**config.mk**
```make
export PLATFORM = sky130hd
export DESIGN_NAME = cnms_cordic
export DESIGN_NICKNAME = d
export VERILOG_FILES = /design/src/rtl/cnms_pkg.sv /design/src/rtl/cnms_cordic.sv
export SDC_FILE = /design/constraint.sdc
export NUM_CORES = 1
export LEC_CHECK = 0
export ABC_CLOCK_PERIOD_IN_PS = 7970
export BUFFER_PORTS_ARGS = -buffer_cell sky130_fd_sc_hd__buf_2
export CAP_MARGIN = 0
export CORE_UTILIZATION = 50
export DETAILED_ROUTE_END_ITERATION = 16
export GPL_TIMING_DRIVEN = 0
export PLACE_DENSITY = 0.67
export RECOVER_POWER = 50
export SLEW_MARGIN = 10
export SYNTH_ARGS = -nofsm -noshare
export SYNTH_HDL_FRONTEND = slang
export SYNTH_SLANG_ARGS = --single-unit
```
**constraint.sdc**
```tcl
create_clock -name clk_i -period 7.97 [get_ports clk_i]
set_input_delay 1.594 -clock clk_i [delete_from_list [all_inputs] [get_ports clk_i]]
set_output_delay 1.594 -clock clk_i [all_outputs]
set_load 0.1 [all_outputs]
```
**src/rtl/cnms_pkg.sv**
```systemverilog
// Shared constants, codes and the CORDIC angle table of the edge thinning block.
`timescale 1ns / 1ps

package cnms_pkg;

  localparam int unsigned GRAD_BITS         = 16;
  localparam int unsigned DEFAULT_MAX_WIDTH = 1024;

  localparam int unsigned CFG_W     = 11;
  localparam int unsigned CFG_IDX_W = 1;

  localparam logic [CFG_IDX_W-1:0] REG_FRAME_WIDTH  = 1'b0;
  localparam logic [CFG_IDX_W-1:0] REG_FRAME_HEIGHT = 1'b1;

  localparam logic [CFG_W-1:0] RESET_FRAME_WIDTH  = 11'd640;
  localparam logic [CFG_W-1:0] RESET_FRAME_HEIGHT = 11'd480;
  localparam logic [CFG_W-1:0] HEIGHT_LIMIT       = 11'd1024;

  localparam int unsigned IN_W  = 48;
  localparam int unsigned OUT_W = 112;

  localparam int unsigned POS_W   = 19;
  localparam int unsigned COUNT_W = 21;
  localparam int unsigned ANGLE_W = 16;

  localparam logic [COUNT_W-1:0] COUNT_MAX = 21'h1FFFFF;
  localparam logic signed [23:0] POS_MAX   = 24'sd524287;

  localparam int unsigned CORDIC_W = 28;
  localparam int unsigned ZACC_W   = 24;

  localparam logic signed [ZACC_W-1:0] QUARTER_TURN = 24'sd2949120;
  localparam logic signed [ZACC_W-1:0] ANGLE_LIMIT  = 24'sd23040;

  // Arctangent of 2^-i in units of 2^-15 degree.
  function automatic logic signed [ZACC_W-1:0] atan_lut(input logic [3:0] idx);
    logic signed [ZACC_W-1:0] val;
    unique case (idx)
      4'd0:    val = 24'sd1474560;
      4'd1:    val = 24'sd870484;
      4'd2:    val = 24'sd459940;
      4'd3:    val = 24'sd233473;
      4'd4:    val = 24'sd117189;
      4'd5:    val = 24'sd58652;
      4'd6:    val = 24'sd29333;
      4'd7:    val = 24'sd14667;
      4'd8:    val = 24'sd7334;
      4'd9:    val = 24'sd3667;
      4'd10:   val = 24'sd1833;
      4'd11:   val = 24'sd917;
      4'd12:   val = 24'sd458;
      4'd13:   val = 24'sd229;
      4'd14:   val = 24'sd115;
      default: val = 24'sd57;
    endcase
    return val;
  endfunction

endpackage

```
**src/rtl/cnms_cordic.sv**
```systemverilog
// Iterative vectoring CORDIC that turns a gradient into the edge normal angle.
`timescale 1ns / 1ps

module cnms_cordic (
  input  logic                                    clk_i,
  input  logic                                    rst_ni,
  input  logic                                    start_i,
  input  logic signed [cnms_pkg::GRAD_BITS-1:0]   gx_i,
  input  logic signed [cnms_pkg::GRAD_BITS-1:0]   gy_i,
  output logic                                    done_o,
  output logic signed [cnms_pkg::ANGLE_W-1:0]     angle_o
);
  import cnms_pkg::*;

  typedef enum logic [1:0] {C_IDLE, C_RUN, C_DONE} cstate_e;

  cstate_e                    state_q;
  logic [3:0]                 iter_q;
  logic signed [CORDIC_W-1:0] x_q, y_q;
  logic signed [ZACC_W-1:0]   z_q;
  logic signed [ANGLE_W-1:0]  angle_q;

  logic signed [CORDIC_W-1:0] x0, y0, xs, ys;
  logic signed [ZACC_W-1:0]   zr;

  always_comb begin
    x0 = $signed({{(CORDIC_W-GRAD_BITS-8){gx_i[GRAD_BITS-1]}}, gx_i, 8'h00});
    y0 = -$signed({{(CORDIC_W-GRAD_BITS-8){gy_i[GRAD_BITS-1]}}, gy_i, 8'h00});
    xs = x_q >>> iter_q;
    ys = y_q >>> iter_q;
    zr = (z_q + 24'sd128) >>> 8;
  end

  always_ff @(posedge clk_i or negedge rst_ni) begin
    if (!rst_ni) begin
      state_q <= C_IDLE;
      iter_q  <= '0;
      x_q     <= '0;
      y_q     <= '0;
      z_q     <= '0;
      angle_q <= '0;
    end else begin
      unique case (state_q)
        C_IDLE, C_DONE: begin
          if (start_i) begin
            iter_q <= '0;
            if (gx_i == '0 && gy_i == '0) begin
              angle_q <= '0;
              state_q <= C_DONE;
            end else if (gy_i == '0 && gx_i[GRAD_BITS-1]) begin
              angle_q <= -ANGLE_W'(ANGLE_LIMIT);
              state_q <= C_DONE;
            end else begin
              state_q <= C_RUN;
              if (x0 < 0) begin
                // Fold the left half plane onto the right by a quarter turn.
                if (y0 >= 0) begin
                  x_q <= y0;
                  y_q <= -x0;
                  z_q <= QUARTER_TURN;
                end else begin
                  x_q <= -y0;
                  y_q <= x0;
                  z_q <= -QUARTER_TURN;
                end
              end else begin
                x_q <= x0;
                y_q <= y0;
                z_q <= '0;
              end
            end
          end
        end
        C_RUN: begin
          if (y_q >= 0) begin
            x_q <= x_q + ys;
            y_q <= y_q - xs;
            z_q <= z_q + atan_lut(iter_q);
          end else begin
            x_q <= x_q - ys;
            y_q <= y_q + xs;
            z_q <= z_q - atan_lut(iter_q);
          end
          iter_q <= iter_q + 4'd1;
          if (iter_q == 4'd15) begin
            state_q <= C_DONE;
          end
        end
        default: begin
          state_q <= C_IDLE;
        end
      endcase
      if (state_q == C_RUN && iter_q == 4'd15) begin
        angle_q <= '0;
      end
      // The last step result is rounded combinationally once the done state is entered.
    end
  end

  // Rounding and clamping of the accumulated angle; valid once the run is over.
  logic signed [ANGLE_W-1:0] run_angle;
  always_comb begin
    if (zr > ANGLE_LIMIT) begin
      run_angle = ANGLE_W'(ANGLE_LIMIT);
    end else if (zr < -ANGLE_LIMIT) begin
      run_angle = -ANGLE_W'(ANGLE_LIMIT);
    end else begin
      run_angle = ANGLE_W'(zr);
    end
  end

  // After a run the held angle register is zero and the accumulator result is
  // selected; for the special cases the accumulator is not touched.
  logic from_run_q;
  always_ff @(posedge clk_i or negedge rst_ni) begin
    if (!rst_ni) begin
      from_run_q <= 1'b0;
    end else if (state_q == C_RUN && iter_q == 4'd15) begin
      from_run_q <= 1'b1;
    end else if (start_i && state_q != C_RUN) begin
      from_run_q <= 1'b0;
    end
  end

  assign done_o  = (state_q == C_DONE);
  assign angle_o = from_run_q ? run_angle : angle_q;

endmodule

```
==> results.tsv <==
stage	metric	value	unit
outcome	status	complete, but fails checks	
logic_synthesis	compound-cell area share of the yosys netlist	24.5	%
critical_path	Worst Setup SP	iter_q[2]$_DFFE_PN0P_	
clock_network	clock buffer depth	2	
final_layout	fraction of final layout cells sized beyond drive strength 1	10.4	%
critical_path	Worst Setup End Kind	flop	
final_layout	design area	15200	um2
critical_path	biggest fanout along the worst timing path	10	
global_routing	first-pass GRT wire length	85100	um
floorplan	effective utilization at floorplan	50.9	%
clock_network	Root Buffer	sky130_fd_sc_hd__clkbuf_16	
placed_design	final weighted congestion of routability-driven global placement	1.10	
logic_synthesis	synthesized-area fraction occupied by and/or/nand/nor cells	20.2	%
critical_path	path type of the worst setup path	flop to flop	
sta	setup repair after global routing missed its margin	no	
sta	Max Freq	0.130	GHz
logic_synthesis	yosys synthesis warning count	0	
final_layout	commonest non-fill, non-tap cell in the layout	sky130_fd_sc_hd__nand2_1	
logic_synthesis	post-synthesis instance area	14100	um2
logic_synthesis	number of nets in the synthesized netlist	1941	
logic_synthesis	Synth async-reset ratio	100	%
critical_path	end of the worst register-to-register path	y_q[27]$_DFFE_PN0P_	
sta	Max Clock Skew	0.0132	ns
sta	Final Slew Violations	91	
placed_design	placed cell area	14900	um2
sta	post-route fraction of the period consumed by the critical path	96.2	%
global_routing	number of antenna violations at the first check in global routing	1	
logic_synthesis	Most used DFF post-synth	sky130_fd_sc_hd__dfrtp_1	
detailed_routing	remaining routing DRC violations	0	
floorplan	placeable core region	27800	um2
logic_synthesis	dominant combinational cell family by area after synthesis	compound AO/OA/AOI/OAI gates	
critical_path	Register-to-Register Path Depth	25	
final_layout	utilization after layout	54.5	%
clock_network	CTS sink count	88	
clock_network	post-CTS setup buffer count	0	
global_routing	sum of overflow across all layers after global routing	0	
detailed_routing	antenna-violating nets left	0	
detailed_routing	per-cell via count in the routed design	6.76	
logic_synthesis	count of flip-flops with a built-in enable after synthesis	0	
detailed_routing	overall routed net length	57100	um
floorplan	Die ar.	28900	um2
critical_path	Critical Path RT	8.20	ns
floorplan	height of the die	170	um
logic_synthesis	xor-xnor portion of the synthesized cell area	11.3	%
logic_synthesis	mux share of post-synthesis cell area	14.7	%
critical_path	CP arrival	7.90	ns
sta	slew of the pin with the lowest slew margin	3.35	ns
logic_synthesis	share of synthesized cell area in full adder, half adder and majority cells	9.19	%
clock_network	clock insertion delay at the later pin of the skew report	0.37	ns
placed_design	number of buffers added on ports	48	
detailed_routing	violation count after the first detailed-route iteration	1897	
sta	final setup violation count	0	
clock_network	number of buffers created by CTS	9	
sta	clock period minus worst slack	7.66	ns
logic_synthesis	post-synthesis cell count	1804	
critical_path	category of the worst setup path launch point	flop	
placed_design	placed wire-length estimate	44400	um
floorplan	die boundary width	170	um
logic_synthesis	average instance area after synthesis	7.83	um2
clock_network	number of H-tree branching levels	3	
logic_synthesis	distinct cell type count of the synthesized netlist	81	
critical_path	Register-to-Register Setup Slack	0.31	ns
global_routing	overall track demand over capacity in global routing	39.6	%
detailed_routing	WL per Instance	25.4	um
detailed_routing	first-pass detailed-route iteration total	6	
final_layout	Fillers	2759	
final_layout	number of nets in the final layout	2001	
detailed_routing	routed via count	15200	
run	max-capacitance violation count	2	
final_layout	Area growth syn-to-layout	7.22	%
outcome	failing checks	capacitance limit, slew limit	
sta	total count of hold-check failures in the final report	0	
global_routing	via count of the first global-routing pass	14000	
critical_path	Critical Path End	y_q[27]$_DFFE_PN0P_	
floorplan	row count	61	
logic_synthesis	Synth Register Bits	88	
logic_synthesis	sequential area share after synthesis	15.6	%
final_layout	commonest cells after routing, fill and taps aside	183 x sky130_fd_sc_hd__nand2_1, 148 x sky130_fd_sc_hd__nor2_1, 139 x sky130_fd_sc_hd__o21ai_0	
global_routing	maximum number of pins on one net before global-route repair	59	
clock_network	clock tree from TritonCTS	yes	
clock_network	Reg clk slew, reported paths	0.08	ns
sta	Slew headroom	-123	%
critical_path	startpoint of the worst-slack reg-to-reg timing path	iter_q[2]$_DFFE_PN0P_	
floorplan	number of I/O pins	52	
worst_hold_path	Min-Delay Path Class	flop to flop	
[how the worst min path moves through the flow]
stage / slack (ns) / start / depth (start not counted) / end
finish: 0.53 / z_q[4]$_DFFE_PN0P_ / 2 / z_q[4]$_DFFE_PN0P_
global route: 0.54 / z_q[3]$_DFFE_PN0P_ / 2 / z_q[3]$_DFFE_PN0P_
CTS: 0.53 / z_q[2]$_DFFE_PN0P_ / 2 / z_q[2]$_DFFE_PN0P_
detailed placement: 0.51 / z_q[2]$_DFFE_PN0P_ / 2 / z_q[2]$_DFFE_PN0P_
global placement: 0.50 / z_q[4]$_DFFE_PN0P_ / 2 / z_q[4]$_DFFE_PN0P_
floorplan: 0.48 / z_q[2]$_DFFE_PN0P_ / 2 / z_q[2]$_DFFE_PN0P_
[metrics by stage]
step	cells	TNS, ns	hold WS (ns)	setup slack [ns]
3_5_place_dp	2231	-1.51	0.506	-0.448
2_1_floorplan	1804	0	0.476	1.94
3_3_place_gp	2230	-1.52	0.502	-0.468
6_report	2248	0	0.527	0.306
4_1_cts	2247	0	0.526	0.179
5_1_grt	2247	0	0.544	0.0760
[final cells by class]
type                            count  area (um2)  share of cell area, %
Clock inverter                      7        72.6                  0.479
Timing Repair Buffer               49         241                   1.59
Buffer                            108         470                   3.10
Tap cell                          378         473                   3.12
Multi-Input combinational cell   1558       11300                   74.4
Sequential cell                    88        2200                   14.5
Antenna cell                        1        2.50                 0.0165
Inverter                           50         188                   1.24
Clock buffer                        9         225                   1.49
[state kept, by name, indices dropped and copies added, names as in the netlist]
| signal | flops |
|---|---|
| y_q | 28 |
| x_q | 28 |
| z_q | 24 |
| iter_q | 4 |
| from_run_q | 1 |
| state_q | 2 |
| angle_q | 1 |
[worst max-delay path, stage by stage, from the launching register on]
cell                       delay, ns
sky130_fd_sc_hd__dfrtp_1        0.50
sky130_fd_sc_hd__clkbuf_2       0.32
sky130_fd_sc_hd__clkbuf_1       0.37
sky130_fd_sc_hd__clkbuf_2       0.37
sky130_fd_sc_hd__buf_2          0.37
sky130_fd_sc_hd__buf_1          0.42
sky130_fd_sc_hd__clkbuf_2       0.38
sky130_fd_sc_hd__buf_2          0.38
sky130_fd_sc_hd__a21o_1         0.20
sky130_fd_sc_hd__ha_1           0.20
sky130_fd_sc_hd__o311ai_0       0.28
sky130_fd_sc_hd__nand2b_1       0.32
sky130_fd_sc_hd__or4_4          0.48
sky130_fd_sc_hd__nand2_1        0.11
sky130_fd_sc_hd__xor2_1         0.29
sky130_fd_sc_hd__ha_1           0.35
sky130_fd_sc_hd__a211oi_1       0.25
sky130_fd_sc_hd__o21bai_1       0.13
sky130_fd_sc_hd__a21o_1         0.19
sky130_fd_sc_hd__a21o_1         0.18
sky130_fd_sc_hd__a31oi_1        0.20
sky130_fd_sc_hd__a21boi_0       0.15
sky130_fd_sc_hd__or4_1          0.46
sky130_fd_sc_hd__a311oi_1       0.30
sky130_fd_sc_hd__xnor2_1        0.18
sky130_fd_sc_hd__o21ai_0        0.10
[kinds of logic after synthesis]
logic type | count (synthesis)
XOR/XNOR | 182
AO/OA/AOI/OAI | 542
adder cells (fa/ha/maj) | 102
flip-flops | 88
multiplexers | 135
AND/OR/NAND/NOR | 597
buffers and inverters | 158
[repair_timing]
action	CTS	global route
setup endpoints to repair	7	5
hold buffers	0	0
resized for setup	3	4
[Yosys cell counts, types with 5 or more instances]
library cell / instances / share of area, %
sky130_fd_sc_hd__or4_1: 5 / 0.27
sky130_fd_sc_hd__mux2_2: 25 / 2.0
sky130_fd_sc_hd__buf_1: 21 / 0.56
sky130_fd_sc_hd__o211ai_1: 21 / 1.1
sky130_fd_sc_hd__nor4_1: 20 / 0.89
sky130_fd_sc_hd__o21a_1: 13 / 0.69
sky130_fd_sc_hd__buf_2: 9 / 0.32
sky130_fd_sc_hd__a21o_1: 41 / 2.2
sky130_fd_sc_hd__xor2_1: 96 / 5.9
sky130_fd_sc_hd__nor2_1: 148 / 3.9
sky130_fd_sc_hd__a41oi_1: 5 / 0.31
sky130_fd_sc_hd__nand2_1: 183 / 4.9
sky130_fd_sc_hd__xnor2_1: 86 / 5.3
sky130_fd_sc_hd__o31ai_1: 17 / 0.90
sky130_fd_sc_hd__ha_1: 99 / 8.8
sky130_fd_sc_hd__inv_1: 46 / 1.2
sky130_fd_sc_hd__dfrtp_1: 88 / 16
sky130_fd_sc_hd__nand4_1: 12 / 0.53
sky130_fd_sc_hd__mux4_2: 51 / 8.1
sky130_fd_sc_hd__nor2b_1: 19 / 0.84
sky130_fd_sc_hd__a21boi_0: 5 / 0.27
sky130_fd_sc_hd__nor3b_1: 7 / 0.37
sky130_fd_sc_hd__o22ai_1: 20 / 0.89
sky130_fd_sc_hd__and2_1: 9 / 0.40
sky130_fd_sc_hd__a31oi_1: 14 / 0.62
sky130_fd_sc_hd__clkbuf_1: 72 / 1.9
sky130_fd_sc_hd__nand3_1: 76 / 2.7
sky130_fd_sc_hd__o311ai_0: 6 / 0.37
sky130_fd_sc_hd__nand2b_1: 32 / 1.4
sky130_fd_sc_hd__mux2i_1: 54 / 3.8
sky130_fd_sc_hd__o21bai_1: 13 / 0.69
sky130_fd_sc_hd__a21oi_1: 129 / 4.6
sky130_fd_sc_hd__a22oi_1: 8 / 0.42
sky130_fd_sc_hd__or3_1: 10 / 0.44
sky130_fd_sc_hd__a211oi_1: 59 / 3.1
sky130_fd_sc_hd__and3_1: 19 / 0.84
sky130_fd_sc_hd__or2_2: 18 / 0.80
sky130_fd_sc_hd__nor3_1: 25 / 0.89
sky130_fd_sc_hd__o21ai_0: 139 / 4.9
[metal layers]
| layer | up-vias | GRT usage, % | wire [um] |
|---|---|---|---|
| met2 | 970 | 57.1 | 23400 |
| met4 | 0 | 22.6 | 3430 |
| met5 | - | 0 | 0 |
| met3 | 192 | 11.2 | 7030 |
| met1 | 7229 | 52.8 | 23200 |
| li1 | 6803 | - | - |
Power is not shown: default switching activity piles up to over one toggle a cycle in this logic, so the estimate is an artifact.
